## config.mk

```make
export PLATFORM = sky130hd
export DESIGN_NAME = s2lab_skid
export DESIGN_NICKNAME = d
export VERILOG_FILES = /design/src/rtl/s2lab_pkg.sv /design/src/rtl/s2lab_skid.sv
export SDC_FILE = /design/constraint.sdc
export NUM_CORES = 1
export LEC_CHECK = 0
export ABC_CLOCK_PERIOD_IN_PS = 6650
export BUFFER_PORTS_ARGS = -buffer_cell sky130_fd_sc_hd__buf_2
export CAP_MARGIN = 20
export CORE_ASPECT_RATIO = 1.1
export CORE_MARGIN = 5
export CORE_UTILIZATION = 32
export CTS_CLUSTER_DIAMETER = 50
export DETAILED_ROUTE_END_ITERATION = 10
export HOLD_SLACK_MARGIN = 0.12
export PLACE_DENSITY_LB_ADDON = 0.08
export SYNTH_ARGS = -nofsm -noshare
export SYNTH_HDL_FRONTEND = slang
export SYNTH_SLANG_ARGS = --single-unit
```

## constraint.sdc

```tcl
create_clock -name clk -period 6.65 [get_ports clk]
set_clock_uncertainty 0.05 [all_clocks]
set_input_delay 1.33 -clock clk [delete_from_list [all_inputs] [get_ports clk]]
set_output_delay 1.33 -clock clk [all_outputs]
set_load 0.01 [all_outputs]
```

## src/rtl/s2lab_pkg.sv

```systemverilog
// Shared types, fixed-point constants and the sRGB linearization table
// for the sRGB to CIELAB converter. No dependencies.
package s2lab_pkg;

  localparam int Q         = 24;   // Q24 fraction bits of linear values and ratios
  localparam int LIN_W     = 25;   // linear channel, up to exactly 1.0
  localparam int T_W       = 25;   // XYZ ratio over white, slightly above 1.0
  localparam int F_W       = 25;   // f(t) values
  localparam int COEF_W    = 20;   // Q20 matrix coefficients
  localparam int COEF_Q    = 20;
  localparam int ROOT_W    = 25;   // cube root search bits
  localparam int X_W       = 31;   // 7787 t + 500 on the linear segment
  localparam int QUO_W     = 22;   // (7787 t + 500) / 1000
  localparam int RECIP_SH  = 41;
  localparam logic [31:0] RECIP_M = 32'd2199023256;  // ceil(2^41 / 1000)

  localparam int FRAC_BITS_DEF = 8;
  localparam int FRAC_BITS_MIN = 4;
  localparam int FRAC_BITS_MAX = 12;

  localparam logic [T_W-1:0] KNEE_Q24 =
    T_W'((64'd8856 * 64'd33554432 + 64'd1000000) / 64'd2000000);
  localparam logic [F_W-1:0] OFFS_Q24 = F_W'((64'd268435456 + 64'd58) / 64'd116);

  // sRGB matrix rows divided by the D65 white, Q20
  localparam logic [COEF_W-1:0] MAT_Q20 [3][3] = '{
    '{COEF_W'(((64'd41240 << 21) + 64'd95047) / (64'd2 * 64'd95047)),
      COEF_W'(((64'd35760 << 21) + 64'd95047) / (64'd2 * 64'd95047)),
      COEF_W'(((64'd18050 << 21) + 64'd95047) / (64'd2 * 64'd95047))},
    '{COEF_W'(((64'd2126 << 21) + 64'd10000) / (64'd2 * 64'd10000)),
      COEF_W'(((64'd7152 << 21) + 64'd10000) / (64'd2 * 64'd10000)),
      COEF_W'(((64'd722 << 21) + 64'd10000) / (64'd2 * 64'd10000))},
    '{COEF_W'(((64'd1930 << 21) + 64'd108883) / (64'd2 * 64'd108883)),
      COEF_W'(((64'd11920 << 21) + 64'd108883) / (64'd2 * 64'd108883)),
      COEF_W'(((64'd95050 << 21) + 64'd108883) / (64'd2 * 64'd108883))}
  };

  typedef logic [2:0][T_W-1:0] trip_t;

  typedef struct packed {
    logic [14:0]        lightness;
    logic signed [15:0] green_red_axis;
    logic signed [15:0] blue_yellow_axis;
  } lab_t;

  typedef logic [255:0][LIN_W-1:0] lin_tab_t;

  // r^5 in Q24 with truncation after each product
  function automatic longint unsigned pow5(input longint unsigned r);
    longint unsigned p;
    p = r;
    for (int i = 0; i < 4; i++) begin
      p = (p * r) >> 24;
    end
    return p;
  endfunction

  // sRGB transfer curve for one 8-bit code, Q24
  function automatic longint unsigned lin_entry(input longint unsigned v);
    longint unsigned t, t2, r, c;
    r = 0;
    if (v <= 10) begin
      return (v * 5 * 33554432 + 16473) / 32946;
    end
    t  = ((1000 * v + 14025) * 33554432 + 269025) / 538050;
    t2 = (t * t + 8388608) >> 24;
    for (int b = 24; b >= 0; b--) begin
      c = r | (64'd1 << b);
      if (c <= 16777216 && pow5(c) <= t2) begin
        r = c;
      end
    end
    return (t2 * r + 8388608) >> 24;
  endfunction

  function automatic lin_tab_t build_lin_tab();
    lin_tab_t tab;
    for (int v = 0; v < 256; v++) begin
      tab[v] = LIN_W'(lin_entry(longint'(v)));
    end
    return tab;
  endfunction

  localparam lin_tab_t LIN_TAB = build_lin_tab();

endpackage

```

## src/rtl/s2lab_skid.sv

```systemverilog
// Output register with a one-beat skid; its pipeline enable depends on flops only.
// Depends on s2lab_pkg.
module s2lab_skid (
  input  logic             clk,
  input  logic             rst,
  input  logic             in_valid,
  input  s2lab_pkg::lab_t  in_data,
  output logic             ce,
  output logic             out_valid,
  input  logic             out_ready,
  output s2lab_pkg::lab_t  out_data
);
  import s2lab_pkg::*;

  logic skid_valid;
  lab_t skid_data;

  assign ce = !skid_valid;

  always_ff @(posedge clk) begin
    if (rst) begin
      out_valid  <= 1'b0;
      skid_valid <= 1'b0;
    end else if (out_valid && !out_ready) begin
      if (ce && in_valid) begin
        skid_valid <= 1'b1;
      end
    end else if (skid_valid) begin
      out_valid  <= 1'b1;
      skid_valid <= 1'b0;
    end else begin
      out_valid  <= in_valid;
    end
  end

  always_ff @(posedge clk) begin
    if (out_valid && !out_ready) begin
      if (ce && in_valid) begin
        skid_data <= in_data;
      end
    end else if (skid_valid) begin
      out_data <= skid_data;
    end else if (in_valid) begin
      out_data <= in_data;
    end
  end

endmodule

```

==> flow_summary_export.csv <==
group,metric,value,unit
clocking,clock_path_buffers,2,
clocking,insertion_delay,0.33,ns
cells_and_area,finalCoreUtilization,0.403,
grt,gr-total-overflow,0,
yosys,synthCells,156,
cells_and_area,drive_gt1_frac,0.624,
detailed_routing,drt_iter0_drc,60,
grt,antenna_found_initial,0,
die,die_w,113,µm
detailed_routing,drt_first_pass_iters,4,
detailed_routing,wl,6.51,mm
yosys,syn_area,0.00371,mm²
timing,worst_pin_slew,0.971,ns
min_path,hold_path.class,"reg -> reg",
worst_setup_path,critPathMaxFanout,50,
timing,setup_violations,0,
detailed_routing,drt.antenna.violating_nets,0,
yosys,synth_warnings,0,
clocking,root_buffer,"clkbuf_16",
die,rows,41,
clocking,htreeDepth,3,
die,num_io_pins,100,
worst_setup_path,critPathKind,"reg -> out",
clocking,cts_resized,0,
die,start_util,0.325,
yosys,syn_nets,207,
die,die-height,123,µm
grt,grt_usage,0.0937,
pwr,cellPowerDensity,282,mW/mm²
clocking,ctsHoldBuffers,0,
worst_setup_path,end_kind,"output port",
yosys,ys_seq_elements,96,
place,portBuffers,99,
min_path,min_from,"skid_data[21]",
die,die_area,0.0139,mm²
clocking,tritoncts,"done",
worst_setup_path,cp_data_required_time,5.27,ns
yosys,syn_avg_cell_area,23.8,µm²
detailed_routing,remaining_drc_errors,0,
yosys,ys_seq_area_frac,0.771,
grt,grt_max_degree,51,
pwr,power.leakage,1.78,nW
grt,grt_pass1_vias,1806,
cells_and_area,syn_to_final_growth,24.0,%
timing,hold_viol,0,
detailed_routing,routed_via_density,4.16,
clocking,path_clk_slew,0.06,ns
outcome,status,"completed",
clocking,cts_buffers,9,
worst_setup_path,r2r-start,"skid_valid",
timing,post-route-period-util,0.441,
worst_setup_path,startpoint,"skid_valid",
timing,fin_setup_tns,0,ns
clocking,post-cts-setup-buffer-count,0,
die,core,0.0114,mm²
timing,slew-limit-headroom,0.353,
cells_and_area,nets,313,
run,maxCapViolations,0,
yosys,synth_cell_types,13,
detailed_routing,post_drt_wl_per_cell,15.6,µm
timing,rsz0062_at_grt,"no",
pwr,vdd_drop_max,0.103,mV
worst_setup_path,cp-start-kind,"flip-flop",
grt,grt_first_pass_wirelength,9.72,mm
clocking,clock_sinks,96,
timing,period_needed,2.93,ns
worst_setup_path,worst_ep_arrival_time,1.55,ns
detailed_routing,vias,1730,
cells_and_area,antennaDiodeCount,0,
timing,slew_violations,0,
timing,fmax,341,MHz
place,gp_congestion,0.675,
[final cells by class]
cell class                      count  area [µm²]
Timing Repair Buffer              101         510
Inverter                            1        3.75
Tap cell                          150         188
Fill cell                        1053        6830
Clock buffer                        9         225
Multi-Input combinational cell     53         754
Clock inverter                      6        60.1
Sequential cell                    96        2870
[synth_stat cells]
master | n | share of area
edfxtp_1 | 94 | 0.76
mux2_4 | 47 | 0.19
buf_12 | 4 | 0.022
dfxtp_1 | 2 | 0.011
a21oi_1 | 1 | 0.0013
buf_6 | 1 | 0.0030
buf_8 | 1 | 0.0040
inv_1 | 1 | 0.0010
nand2b_1 | 1 | 0.0017
nor2_2 | 1 | 0.0017
nor2b_1 | 1 | 0.0017
nor3_1 | 1 | 0.0013
nor3b_1 | 1 | 0.0020
[metrics by stage]
stage                     setup WS, ns  area, µm²  hold WS (ns)  std cells  total power [mW]
after floorplan                   1.09       3710         0.477        156             0.771
after global routing              3.59       4610         0.505        416              1.35
after global placement            3.85       4320         0.481        401             0.816
after CTS                         3.64       4610         0.498        416              1.32
final                             3.72       4610         0.497        416              1.30
after detailed placement          3.81       4320         0.484        401             0.816
[power breakdown]
part	switching, mW	total [mW]	internal [mW]
clock	0.211	0.499	0.288
combinational	0.0431	0.0921	0.0490
sequential	0.0105	0.708	0.697
[registers in the layout, summed over array words and instances (netlist names)]
register,cells
out_data,47
skid_data,47
skid_valid,1
out_valid,1
[worst paths after layout]
kind                                     end  slack (ns)  depth (start not counted)
worst max-delay path                      ce        3.72                          2
worst min-delay path            out_data[21]        0.50                          1
worst max register to register  out_data[35]        4.41                          3
worst min register to register  out_data[21]        0.50                          1
[logic make-up (layout without fill, tap and decap cells)]
family          after synthesis  count (layout)  synth area share
flops                        96              96             0.771
buf+inv                       7             117            0.0296
simple gates                  5               5           0.00842
mux                          47              47             0.190
compound gates                1               1           0.00135
[worst max-delay path: stages (launching register included)]
cell     delay, ns
dfxtp_4       0.97
inv_1         0.08
buf_2         0.17
[placed cells by master, fill, tap and decap left out, drive strengths merged, types with 2 or more instances in the layout]
master | synthesis | routed
clkbuf | 0 | 9
clkinv | 0 | 3
inv | 1 | 2
edfxtp | 94 | 94
mux2 | 47 | 47
dfxtp | 2 | 2
buf | 6 | 101
[layer usage]
layer / global-route usage / wire (µm) / vias to the layer above
li1: - / - / 822
met1: 0.126 / 2980 / 842
met2: 0.135 / 2950 / 58
met3: 0.0343 / 478 / 8
met4: 0.0428 / 96 / 0
met5: 0 / 0 / -
Power figures use the tool's default switching activity.
