## src/rtl/s2lab_pkg.sv

```systemverilog
// Shared types, fixed-point constants and the sRGB linearization table
// for the sRGB to CIELAB converter. No dependencies.
package s2lab_pkg;

  localparam int Q         = 24;   // Q24 fraction bits of linear values and ratios
  localparam int LIN_W     = 25;   // linear channel, up to exactly 1.0
  localparam int T_W       = 25;   // XYZ ratio over white, slightly above 1.0
  localparam int F_W       = 25;   // f(t) values
  localparam int COEF_W    = 20;   // Q20 matrix coefficients
  localparam int COEF_Q    = 20;
  localparam int ROOT_W    = 25;   // cube root search bits
  localparam int X_W       = 31;   // 7787 t + 500 on the linear segment
  localparam int QUO_W     = 22;   // (7787 t + 500) / 1000
  localparam int RECIP_SH  = 41;
  localparam logic [31:0] RECIP_M = 32'd2199023256;  // ceil(2^41 / 1000)

  localparam int FRAC_BITS_DEF = 8;
  localparam int FRAC_BITS_MIN = 4;
  localparam int FRAC_BITS_MAX = 12;

  localparam logic [T_W-1:0] KNEE_Q24 =
    T_W'((64'd8856 * 64'd33554432 + 64'd1000000) / 64'd2000000);
  localparam logic [F_W-1:0] OFFS_Q24 = F_W'((64'd268435456 + 64'd58) / 64'd116);

  // sRGB matrix rows divided by the D65 white, Q20
  localparam logic [COEF_W-1:0] MAT_Q20 [3][3] = '{
    '{COEF_W'(((64'd41240 << 21) + 64'd95047) / (64'd2 * 64'd95047)),
      COEF_W'(((64'd35760 << 21) + 64'd95047) / (64'd2 * 64'd95047)),
      COEF_W'(((64'd18050 << 21) + 64'd95047) / (64'd2 * 64'd95047))},
    '{COEF_W'(((64'd2126 << 21) + 64'd10000) / (64'd2 * 64'd10000)),
      COEF_W'(((64'd7152 << 21) + 64'd10000) / (64'd2 * 64'd10000)),
      COEF_W'(((64'd722 << 21) + 64'd10000) / (64'd2 * 64'd10000))},
    '{COEF_W'(((64'd1930 << 21) + 64'd108883) / (64'd2 * 64'd108883)),
      COEF_W'(((64'd11920 << 21) + 64'd108883) / (64'd2 * 64'd108883)),
      COEF_W'(((64'd95050 << 21) + 64'd108883) / (64'd2 * 64'd108883))}
  };

  typedef logic [2:0][T_W-1:0] trip_t;

  typedef struct packed {
    logic [14:0]        lightness;
    logic signed [15:0] green_red_axis;
    logic signed [15:0] blue_yellow_axis;
  } lab_t;

  typedef logic [255:0][LIN_W-1:0] lin_tab_t;

  // r^5 in Q24 with truncation after each product
  function automatic longint unsigned pow5(input longint unsigned r);
    longint unsigned p;
    p = r;
    for (int i = 0; i < 4; i++) begin
      p = (p * r) >> 24;
    end
    return p;
  endfunction

  // sRGB transfer curve for one 8-bit code, Q24
  function automatic longint unsigned lin_entry(input longint unsigned v);
    longint unsigned t, t2, r, c;
    r = 0;
    if (v <= 10) begin
      return (v * 5 * 33554432 + 16473) / 32946;
    end
    t  = ((1000 * v + 14025) * 33554432 + 269025) / 538050;
    t2 = (t * t + 8388608) >> 24;
    for (int b = 24; b >= 0; b--) begin
      c = r | (64'd1 << b);
      if (c <= 16777216 && pow5(c) <= t2) begin
        r = c;
      end
    end
    return (t2 * r + 8388608) >> 24;
  endfunction

  function automatic lin_tab_t build_lin_tab();
    lin_tab_t tab;
    for (int v = 0; v < 256; v++) begin
      tab[v] = LIN_W'(lin_entry(longint'(v)));
    end
    return tab;
  endfunction

  localparam lin_tab_t LIN_TAB = build_lin_tab();

endpackage

```

## src/rtl/s2lab_lab.sv

```systemverilog
// L, a, b forming from f values: differences, scaling with rounding, saturation.
// Depends on s2lab_pkg.
module s2lab_lab #(
  parameter int FRAC_BITS = s2lab_pkg::FRAC_BITS_DEF
) (
  input  logic              clk,
  input  logic              rst,
  input  logic              ce,
  input  logic              in_valid,
  input  s2lab_pkg::trip_t  f_in,
  output logic              out_valid,
  output s2lab_pkg::lab_t   res
);
  import s2lab_pkg::*;

  localparam int DL_W   = F_W + 9;
  localparam int DF_W   = F_W + 1;
  localparam int PROD_W = 36 + FRAC_BITS;
  localparam int RW     = PROD_W - Q;
  localparam int L_MAX_I = (100 << FRAC_BITS) > 32767 ? 32767 : (100 << FRAC_BITS);

  localparam logic signed [RW-1:0] L_MAX  = RW'(L_MAX_I);
  localparam logic signed [RW-1:0] AB_MAX = RW'(32767);
  localparam logic signed [RW-1:0] AB_MIN = RW'(-32768);
  localparam logic signed [PROD_W-1:0] HALF = PROD_W'(1) << (Q - 1);

  logic                     v1, v2;
  logic signed [DL_W-1:0]   dl;
  logic signed [DF_W-1:0]   dx, dz;
  logic signed [RW-1:0]     rl, ra, rb;
  logic signed [PROD_W-1:0] pl, pa, pb;

  always_ff @(posedge clk) begin
    if (rst) begin
      v1        <= 1'b0;
      v2        <= 1'b0;
      out_valid <= 1'b0;
    end else if (ce) begin
      v1        <= in_valid;
      v2        <= v1;
      out_valid <= v2;
    end
  end

  always_comb begin
    pl = ($signed(PROD_W'(dl)) <<< FRAC_BITS) + HALF;
    pa = (($signed(PROD_W'(dx)) * $signed(PROD_W'(500))) <<< FRAC_BITS) + HALF;
    pb = (($signed(PROD_W'(dz)) * $signed(PROD_W'(200))) <<< FRAC_BITS) + HALF;
  end

  always_ff @(posedge clk) begin
    if (ce) begin
      dl <= $signed(DL_W'(f_in[1]) * DL_W'(116) - (DL_W'(16) << Q));
      dx <= $signed({1'b0, f_in[0]}) - $signed({1'b0, f_in[1]});
      dz <= $signed({1'b0, f_in[1]}) - $signed({1'b0, f_in[2]});

      // floor of (x + half) / 2^24 is the upper slice
      rl <= pl[PROD_W-1:Q];
      ra <= pa[PROD_W-1:Q];
      rb <= pb[PROD_W-1:Q];

      if (rl < 0) begin
        res.lightness <= '0;
      end else if (rl > L_MAX) begin
        res.lightness <= L_MAX[14:0];
      end else begin
        res.lightness <= rl[14:0];
      end
      if (ra > AB_MAX) begin
        res.green_red_axis <= AB_MAX[15:0];
      end else if (ra < AB_MIN) begin
        res.green_red_axis <= AB_MIN[15:0];
      end else begin
        res.green_red_axis <= ra[15:0];
      end
      if (rb > AB_MAX) begin
        res.blue_yellow_axis <= AB_MAX[15:0];
      end else if (rb < AB_MIN) begin
        res.blue_yellow_axis <= AB_MIN[15:0];
      end else begin
        res.blue_yellow_axis <= rb[15:0];
      end
    end
  end

endmodule

```

## config.mk

```make
export PLATFORM = sky130hd
export DESIGN_NAME = s2lab_lab
export DESIGN_NICKNAME = d
export VERILOG_FILES = /design/src/rtl/s2lab_pkg.sv /design/src/rtl/s2lab_lab.sv
export SDC_FILE = /design/constraint.sdc
export NUM_CORES = 1
export LEC_CHECK = 0
export BUFFER_PORTS_ARGS = -buffer_cell sky130_fd_sc_hd__buf_2
export CORE_MARGIN = 2
export CORE_UTILIZATION = 28
export DETAILED_ROUTE_END_ITERATION = 8
export GPL_TIMING_DRIVEN = 0
export SLEW_MARGIN = 20
export SYNTH_ARGS = -nofsm -noshare
export SYNTH_HDL_FRONTEND = slang
export SYNTH_SLANG_ARGS = --single-unit
```

## constraint.sdc

```tcl
create_clock -name clk -period 11.2 [get_ports clk]
set_clock_uncertainty 0.1 [all_clocks]
set_input_delay 2.24 -clock clk [delete_from_list [all_inputs] [get_ports clk]]
set_output_delay 2.24 -clock clk [all_outputs]
set_load 0.01 [all_outputs]
```

==> results of run 1 <==
==> cell families (layout without fill, tap and decap cells) <==
family                     count (synthesis)  count (layout)
buffers and inverters                    560             719
adders and majority gates                446             446
and+or+nand+nor                          379             379
AOI/OAI and AO/OA                        314             314
DFF                                      178             178
xor gates and xnor gates                 149             149
muxes                                     11              11
==> flip-flops by register name, summed over array words and instances, names as in the netlist, 18 cells and up <==
register,flops
res,47
dx,26
dz,26
ra,20
rb,20
dl,18
rl,18
==> cells in the final DEF (no fill, tap or decap), types with 5 or more instances in the layout <==
master	count
inv_1	542
ha_1	279
edfxtp_1	175
fa_1	167
buf_2	125
xnor2_1	84
nor2_1	83
a21oi_1	74
nand2_1	67
xor2_1	64
o21ai_0	50
o21a_1	41
nand3_1	37
a21o_1	35
nor3_1	31
and2_1	27
and3_1	23
nand2b_1	18
nor2b_1	18
clkbuf_1	17
clkbuf_16	17
nand4_1	14
o211ai_1	12
or3_1	11
a31oi_1	11
nor4_1	10
o31ai_1	9
mux2i_1	9
o2111ai_1	8
or2_2	8
nand3b_1	8
a211oi_1	7
a211o_1	7
a221oi_1	5
o21bai_1	5
and4_1	5
a31o_2	5
==> tightest hold or removal path: cells and delay by family, from the launching register on <==
kind | cells | cell delay, ns
and+or+nand+nor | 1 | 0.07
DFF | 1 | 0.33
muxes | 1 | 0.06
==> synth_stat cells, types with 9 or more instances <==
cell type,number,share of area [%]
and2_1,27,0.85
o211ai_1,12,0.45
nand4_1,14,0.44
xor2_1,64,2.8
clkbuf_1,16,0.30
a21oi_1,74,1.9
mux2i_1,9,0.45
nand3_1,37,0.93
edfxtp_1,175,26
xnor2_1,84,3.7
or3_1,11,0.35
a31oi_1,11,0.35
a21o_1,35,1.3
nor2_1,83,1.6
o21a_1,41,1.5
nor2b_1,18,0.57
o21ai_0,50,1.3
nand2b_1,18,0.57
ha_1,279,18
nor4_1,10,0.31
and3_1,23,0.72
fa_1,167,17
nand2_1,67,1.3
inv_1,542,10
nor3_1,31,0.78
o31ai_1,9,0.34
==> path summary, 6_finish.rpt <==
kind / startpoint / end / slack (ns) / cells past startpoint
min: out_valid / out_valid / 0.39 / 2
min reg2reg: out_valid / out_valid / 0.39 / 2
max: f_in[33] / dl[30] / 4.33 / 21
max reg2reg: dx[14] / ra[19] / 4.77 / 20
==> per-stage QoR <==
| step | setup WS (ns) | utilization [%] | hold WS, ns |
|---|---|---|---|
| after floorplan | 4.65 | - | 0.360 |
| after global placement | 3.87 | 30.9 | 0.377 |
| after detailed placement | 3.81 | 31.0 | 0.377 |
| after CTS | 4.32 | 31.8 | 0.396 |
| after global routing | 3.95 | 31.8 | 0.436 |
| final | 4.33 | 31.8 | 0.392 |
==> cell type report <==
type                    count  area [µm²]
repair buffers            127         668
inverters                 542        2030
clock buffers              18         429
fillers                  7352       47800
flip-flops and latches    178        5320
well taps                 940        1180
clock inverters            14         168
multi-input cells        1299       12500
plain buffers              18        77.6
==> metal layers <==
metal	vias up	global-route usage, %	share of wire, %
li1	7017	-	-
met1	6426	16.3	51
met2	147	17.8	43
met3	50	2.41	3.9
met4	28	2.89	1.2
met5	-	0	0.45
==> impl_metrics.yaml, run 1 <==
finish:
  drive_above_1_share_pct: 9.06
  fin_area_um2: 22300
  fin_nets: 2708
  area_delta_synth_final_pct: 12.3
  diodes: 0
  final_cells: 3136
timing:
  setup_viol_count_final: 0
  max_freq_mhz: 146
  period_needed_ns: 6.87
  finalHoldViolations: 0
  drv_slew: 0
  worst_pin_slew_ns: 0.751
  slew_headroom_pct: 49.3
  setup_tns_ns: 0
  period_share_pct: 61.4
  grt_setup_unrepaired: "no"
status:
  status: "finished clean"
place:
  io_buffers: 126
  dp_hpwl_mm: 34.3
  finalWeightedCongestion: 0.790
  dp_cells: 3104
  dpl-instance-area_um2: 21700
synth:
  syn_inst: 2037
  ys_seq_area_share_pct: 26.7
  synth.net_count: 2562
  synth_cell_type_count: 78
  synthSimpleGateAreaFrac_pct: 10.1
  synth_xor_area_share_pct: 6.60
  syn_area_per_cell_um2: 9.76
  async_flop_share_pct: 0
  synth_compound_area_share_pct: 11.0
  synth_fa_ha_area_share_pct: 34.4
  synth_edf_count: 175
  syn_area_um2: 19900
  synth_seq_cells: 178
  muxShareOfSynthArea_pct: 0.566
  synth_flop_cell: "edfxtp_1"
  ys_warn_count: 0
  synth_top_family_by_area: "adder cells"
die:
  start_util_pct: 28.3
  die_x_um: 270
  die_height_um: 270
  die_area_um2: 73100
  coreArea_um2: 70100
  rows: 97
  pin_count: 127
clock_network:
  clk_pin_slew_ns: 0.08
  clk_path_buf_depth: 2
  htreeDepth: 4
  cts_setup_buffers: 0
  tritoncts: "yes"
  post_cts_resized: 0
  insertion_delay_ns: 0.47
  cts-buffers-inserted: 17
  postCtsHoldBufs: 0
  cts_sinks: 178
  cts-root-buf: "clkbuf_16"
global_route:
  grt_pass1_vias: 13600
  grt_usage_pct: 11.5
  grt_antenna_before_repair: 14
  grt_max_degree: 96
  overflow: 0
  grt_first_pass_wirelength_mm: 67.8
worst_hold_path:
  hold_class: "flop to flop"
worst_setup_path:
  start_kind: "input pin"
  cp.arrival_ns: 6.99
  crit_slowest_cell: "o31ai_1"
  cpMostUsedCell: "ha_1"
  critPathMaxFanout: 6
  cp_data_required_time_ns: 11.32
  endpoint_kind: "flop"
  critPathBufInv: 3
  path_delay_family: "adder cells"
  critical_path_class: "input pin to flop"
  cpPeakStageDelay_ns: 0.66
  cp_cell_sequence: "buf_2 -> fa_1 -> ha_1 -> inv_1 -> fa_1 -> inv_1 -> ha_1 -> and3_1 -> o2111ai_1 -> o21a_1 -> o21a_1 -> o31ai_1 -> a211o_1 -> and2_1 -> nor2_1 -> nor2b_1 -> nor2_1 -> xor2_1 -> ha_1 -> xnor2_1 -> xnor2_1"
routing:
  num_vias: 13700
  drtIter0Drc: 471
  wl_mm: 40.9
  firstDrtPassIters: 5
  vias_per_cell: 4.36
  wl_per_cell_um: 13.0
  drtAntennaViolNets: 0
  drc: 0
job:
  max-cap-violations: 0
Power of run 1 is not shown: default switching activity piles up to over one toggle a cycle in this logic, so the estimate is an artifact.
==> run 2: changes to the inputs <==
--- a/config.mk
+++ b/config.mk
@@ -5,6 +5,7 @@
 export SDC_FILE = /design/constraint.sdc
 export NUM_CORES = 1
 export LEC_CHECK = 0
+export ABC_AREA = 1
 export BUFFER_PORTS_ARGS = -buffer_cell sky130_fd_sc_hd__buf_2
 export CORE_MARGIN = 2
 export CORE_UTILIZATION = 28
==> constraint.sdc (replaced) <==
create_clock -name clk -period 6.5 [get_ports clk]
set_clock_uncertainty 0.1 [all_clocks]
set_input_delay 1.3 -clock clk [delete_from_list [all_inputs] [get_ports clk]]
set_output_delay 1.3 -clock clk [all_outputs]
set_load 0.01 [all_outputs]
==> run 2 against run 1 <==
Final cell count rose by 29%. Area after synthesis rose by 11%. Sequential share of layout area fell by 2.3 points. Design area rose by 11%. Worst setup slack got worse by 3.5 ns. Global-route usage rose by 1.7 points. Critical endpoint is now ra[15].
==> impl_metrics.yaml, run 2 <==
status:
  status: "finished clean"
routing:
  drtAntennaViolNets: 0
  drc: 0
  vias_per_cell: 4.23
  drtIter0Drc: 729
  firstDrtPassIters: 7
  wl_per_cell_um: 12.8
  num_vias: 17100
  wl_mm: 51.8
place:
  finalWeightedCongestion: 0.884
  dp_hpwl_mm: 45.9
  io_buffers: 126
die:
  die_area_um2: 81200
  die_height_um: 285
  start_util_pct: 28.1
  rows: 103
  pin_count: 127
  die_x_um: 285
  coreArea_um2: 78600
clock_network:
  postCtsHoldBufs: 0
  tritoncts: "yes"
  cts_setup_buffers: 0
  post_cts_resized: 0
  clk_pin_slew_ns: 0.09
  cts-buffers-inserted: 17
  htreeDepth: 4
  clk_path_buf_depth: 2
  cts_sinks: 178
  cts-root-buf: "clkbuf_16"
  insertion_delay_ns: 0.50
worst_hold_path:
  hold_class: "flop to flop"
worst_setup_path:
  cpPeakStageDelay_ns: 0.52
  critical_path_class: "flop to flop"
  crit_slowest_cell: "fa_1"
  start_kind: "flop"
  cp_cell_sequence: "inv_1 -> fa_1 -> fa_1 -> inv_1 -> fa_1 -> inv_1 -> fa_1 -> inv_1 -> ha_1 -> nand2_1 -> nor2_1 -> nand3_1 -> nand3_1 -> xor2_1 -> ha_1 -> nand2_1 -> nor2_4 -> nand2_2 -> nor2_2 -> nand3_1 -> xnor2_1"
  path_delay_family: "adder cells"
  cp_data_required_time_ns: 6.63
  cp.arrival_ns: 5.80
  critPathMaxFanout: 5
  critPathBufInv: 4
  endpoint_kind: "flop"
timing:
  grt_setup_unrepaired: "no"
  period_needed_ns: 5.67
  max_freq_mhz: 176
  worst_pin_slew_ns: 0.914
  drv_slew: 0
  period_share_pct: 87.2
  setup_viol_count_final: 0
  finalHoldViolations: 0
  setup_tns_ns: 0
  slew_headroom_pct: 38.3
finish:
  final_common_cell: "inv_1"
  mostFrequentLayoutCells: "806 x inv_1, 557 x nand2_1, 279 x ha_1"
  regMostFlops: "res"
  drive_above_1_share_pct: 7.18
  largest_registers: "res (47), dx (26), dz (26)"
  fillCellCount: 8489
  area_delta_synth_final_pct: 11.8
  largest_register_ffs: 47
  fin_nets: 3506
job:
  max-cap-violations: 0
synth:
  synth_commonest_cells: "806 x inv_1, 557 x nand2_1, 279 x ha_1"
  synth_edf_count: 175
  ys_warn_count: 0
  synth_flop_cell: "edfxtp_1"
  synth_top_cell_by_area: "edfxtp_1"
  ys_seq_area_share_pct: 24.0
  synth_top_area_share_pct: 23.8
  syn_area_um2: 22100
  post-synth-top-count-cell: "inv_1"
  ys_top_cells_by_area: "edfxtp_1 24%, ha_1 16%, fa_1 15%"
  synth_cell_type_count: 40
  syn_inst: 2835
  syn_area_per_cell_um2: 7.80
  synth_seq_cells: 178
  async_flop_share_pct: 0
  synth.net_count: 3360
global_route:
  grt_first_pass_wirelength_mm: 85.2
  grt_max_degree: 95
  grt_antenna_before_repair: 13
  grt_pass1_vias: 17000
  grt_usage_pct: 13.2
  overflow: 0
[run 2: changes by cell type in the layout (fill, tap and decap cells not counted), sizes merged, moves of 38 or more]
cell | previous run | this run
inv | 547 | 823
a21oi | 74 | 163
xnor2 | 84 | 46
nand2 | 67 | 570
nand3 | 37 | 123
nor2 | 83 | 199
[run 2: cell type report]
cell class | instances | area [µm²] | area share [%]
diodes | 6 | 15.0 | 0.0607
plain buffers | 7 | 26.3 | 0.106
clock buffers | 17 | 425 | 1.72
clock inverters | 15 | 194 | 0.784
inverters | 814 | 3060 | 12.4
multi-input cells | 1836 | 13700 | 55.5
flip-flops and latches | 178 | 5320 | 21.5
well taps | 1050 | 1310 | 5.31
repair buffers | 127 | 668 | 2.70
[run 2: worst paths after layout]
path | cells after the start | slack (ns) | to | from
setup reg to reg | 21 | 0.83 | ra[15] | dx[10]
hold reg to reg | 2 | 0.36 | v2 | v1
hold / removal | 2 | 0.36 | v2 | v1
setup / recovery | 21 | 0.83 | ra[15] | dx[10]
[run 2: kinds of logic (layout without fill, tap and decap cells)]
| kind of cell | after synthesis | count (layout) | synth area share (%) |
|---|---|---|---|
| AND/OR/NAND/NOR | 983 | 983 | 19.1 |
| buffers and inverters | 821 | 980 | 13.9 |
| adder cells (fa/ha/maj) | 446 | 446 | 30.9 |
| AO/OA/AOI/OAI | 288 | 288 | 7.26 |
| flip-flops | 178 | 178 | 24.0 |
| XOR/XNOR | 119 | 119 | 4.75 |
| other | 0 | 6 | 0 |
[run 2: worst min-delay path: cells and delay by family (launching register included)]
kind / cells / cell delay (ns)
DFF: 1 / 0.31
and+or+nand+nor: 1 / 0.05
AOI/OAI and AO/OA: 1 / 0.05
[run 2: stage by stage]
stage	hold WS (ns)	utilization (%)	area [µm²]	setup slack, ns	instances
floorplan	0.330	-	22100	1.57	2835
global placement	0.343	30.6	24100	0.859	4011
detailed placement	0.349	30.6	24100	0.794	4012
CTS	0.360	31.4	24700	0.752	4044
global route	0.378	31.4	24700	0.420	4048
finish	0.355	31.4	24700	0.832	4050
[run 2: per-layer routing]
layer | track usage, % | share of wire, % | vias up
met5 | 0 | 0.18 | -
met4 | 4.19 | 2.4 | 16
met3 | 2.46 | 3.3 | 64
met2 | 22.7 | 47 | 182
met1 | 16.6 | 47 | 7780
li1 | - | - | 9105
Power of run 2 is left out for the same reason.
==> run 3: changes to the inputs <==
--- a/config.mk
+++ b/config.mk
@@ -5,7 +5,6 @@
 export SDC_FILE = /design/constraint.sdc
 export NUM_CORES = 1
 export LEC_CHECK = 0
-export ABC_AREA = 1
 export BUFFER_PORTS_ARGS = -buffer_cell sky130_fd_sc_hd__buf_2
 export CORE_MARGIN = 2
 export CORE_UTILIZATION = 28
==> run 3 against run 2 <==
Maximum frequency shrank 8.9%. Hold slack improved by 0.033 ns. Non-clock buffer count grew 28. Utilization rose by 0.66 points. Critical endpoint is now ra[16]. Highest routed layer unchanged.
==> impl_metrics.yaml, run 3 (same netlist as run 1, synthesis figures left out) <==
worst_setup_path:
  cpPeakStageDelay_ns: 0.53
  cp_cell_sequence: "inv_2 -> fa_1 -> fa_1 -> inv_1 -> fa_1 -> inv_1 -> fa_1 -> inv_1 -> ha_2 -> a21oi_2 -> o21ai_1 -> a211oi_4 -> o31ai_4 -> a2111oi_4 -> nor3_2 -> nor4_4 -> buf_4 -> nand4_2 -> or4_1 -> nand3_1 -> xor2_1"
  cp.arrival_ns: 6.43
  start_kind: "flop"
  crit_slowest_cell: "fa_1"
  endpoint_kind: "flop"
  critPathMaxFanout: 6
  cp_data_required_time_ns: 6.71
  critical_path_class: "flop to flop"
  cpMostUsedCell: "fa_1"
finish:
  fillCellCount: 7340
  regMostFlops: "res"
  largest_registers: "res (47), dx (26), dz (26)"
  final_cells: 3153
  seqCellArea_um2: 5320
  multi_input_area_um2: 12500
  largest_register_ffs: 47
  final_common_cell: "inv_1"
  fin_nets: 2725
  mostFrequentLayoutCells: "532 x inv_1, 277 x ha_1, 175 x edfxtp_1"
  final_util_pct: 32.1
  drive_above_1_share_pct: 10.7
  diodes: 0
  area_delta_synth_final_pct: 13.3
clock_network:
  clk_path_buf_depth: 2
  cts-buffers-inserted: 17
  cts_sinks: 178
  clk_pin_slew_ns: 0.08
  htreeDepth: 4
  insertion_delay_ns: 0.47
  cts-root-buf: "clkbuf_16"
  tritoncts: "yes"
  postCtsHoldBufs: 0
die:
  pin_count: 127
  die_area_um2: 73100
  start_util_pct: 28.3
  coreArea_um2: 70100
  rows: 97
  die_x_um: 270
  die_height_um: 270
timing:
  finalHoldViolations: 0
  period_share_pct: 95.7
  drv_slew: 0
  setup_viol_count_final: 0
  period_needed_ns: 6.22
  slew_headroom_pct: 49.3
  worst_pin_slew_ns: 0.751
  worst_slack_ns: 0.279
  setup_tns_ns: 0
  max_freq_mhz: 161
global_route:
  grt.met2_usage_pct: 17.8
  grt_max_degree: 96
  grt_first_pass_wirelength_mm: 67.8
  grtUsageMet1_pct: 16.3
  grt_usage_pct: 11.5
  grt_pass1_vias: 13600
  overflow: 0
  grt_busiest_layer: "met2"
  met3_usage_pct: 2.41
  grt_antenna_before_repair: 14
place:
  io_buffers: 126
  finalWeightedCongestion: 0.790
  dp_hpwl_mm: 34.3
  dp_cells: 3104
  dp_slack_ns: 0.0457
worst_hold_path:
  hold_class: "flop to flop"
routing:
  firstDrtPassIters: 4
  drc: 0
  wl_mm: 41.2
  vias_per_cell: 4.36
  num_vias: 13800
  drtAntennaViolNets: 0
  drtIter0Drc: 502
  wl_per_cell_um: 13.1
status:
  status: "finished clean"
job:
  max-cap-violations: 0
run 3: final timing paths:
path                   from  slack [ns]   endpoint  cells past startpoint
hold reg to reg   out_valid        0.39  out_valid                      2
hold / removal    out_valid        0.39  out_valid                      2
setup / recovery     dx[11]        0.28     ra[16]                     21
setup reg to reg     dx[11]        0.28     ra[16]                     21
run 3: layer usage:
layer / vias to the layer above / part of all wire [%]
li1: 7039 / -
met1: 6474 / 51
met2: 158 / 44
met3: 51 / 3.8
met4: 28 / 1.2
met5: - / 0.45
run 3: cell type report:
class                      count  share of cell area (%)
buffer                        18                   0.344
clock buffer                  18                    1.91
clock inverter                14                   0.744
inverter                     542                    9.03
multi-input combinational   1299                    55.6
sequential                   178                    23.6
tap                          940                    5.22
timing repair buffer         144                    3.53
run 3: through the flow:
step           hold WS [ns]  area (µm²)
2_1_floorplan         0.360       19900
3_3_place_gp          0.377       21700
3_5_place_dp          0.377       21700
4_1_cts               0.396       22300
5_1_grt               0.436       22500
6_report              0.389       22500
run 3: worst max-delay path: cells and delay by family, from the launching register on:
kind	cells	cell delay (ns)
buffers and inverters	5	0.46
AOI/OAI and AO/OA	5	1.38
adders and majority gates	5	2.31
and+or+nand+nor	5	1.17
xor gates and xnor gates	1	0.17
DFF	1	0.45
run 3: what timing repair did:
action,4_1_cts,5_1_grt
setup endpoints to repair,0,5
resized for setup,0,23
buffers inserted,0,17
Power of run 3 is left out for the same reason.
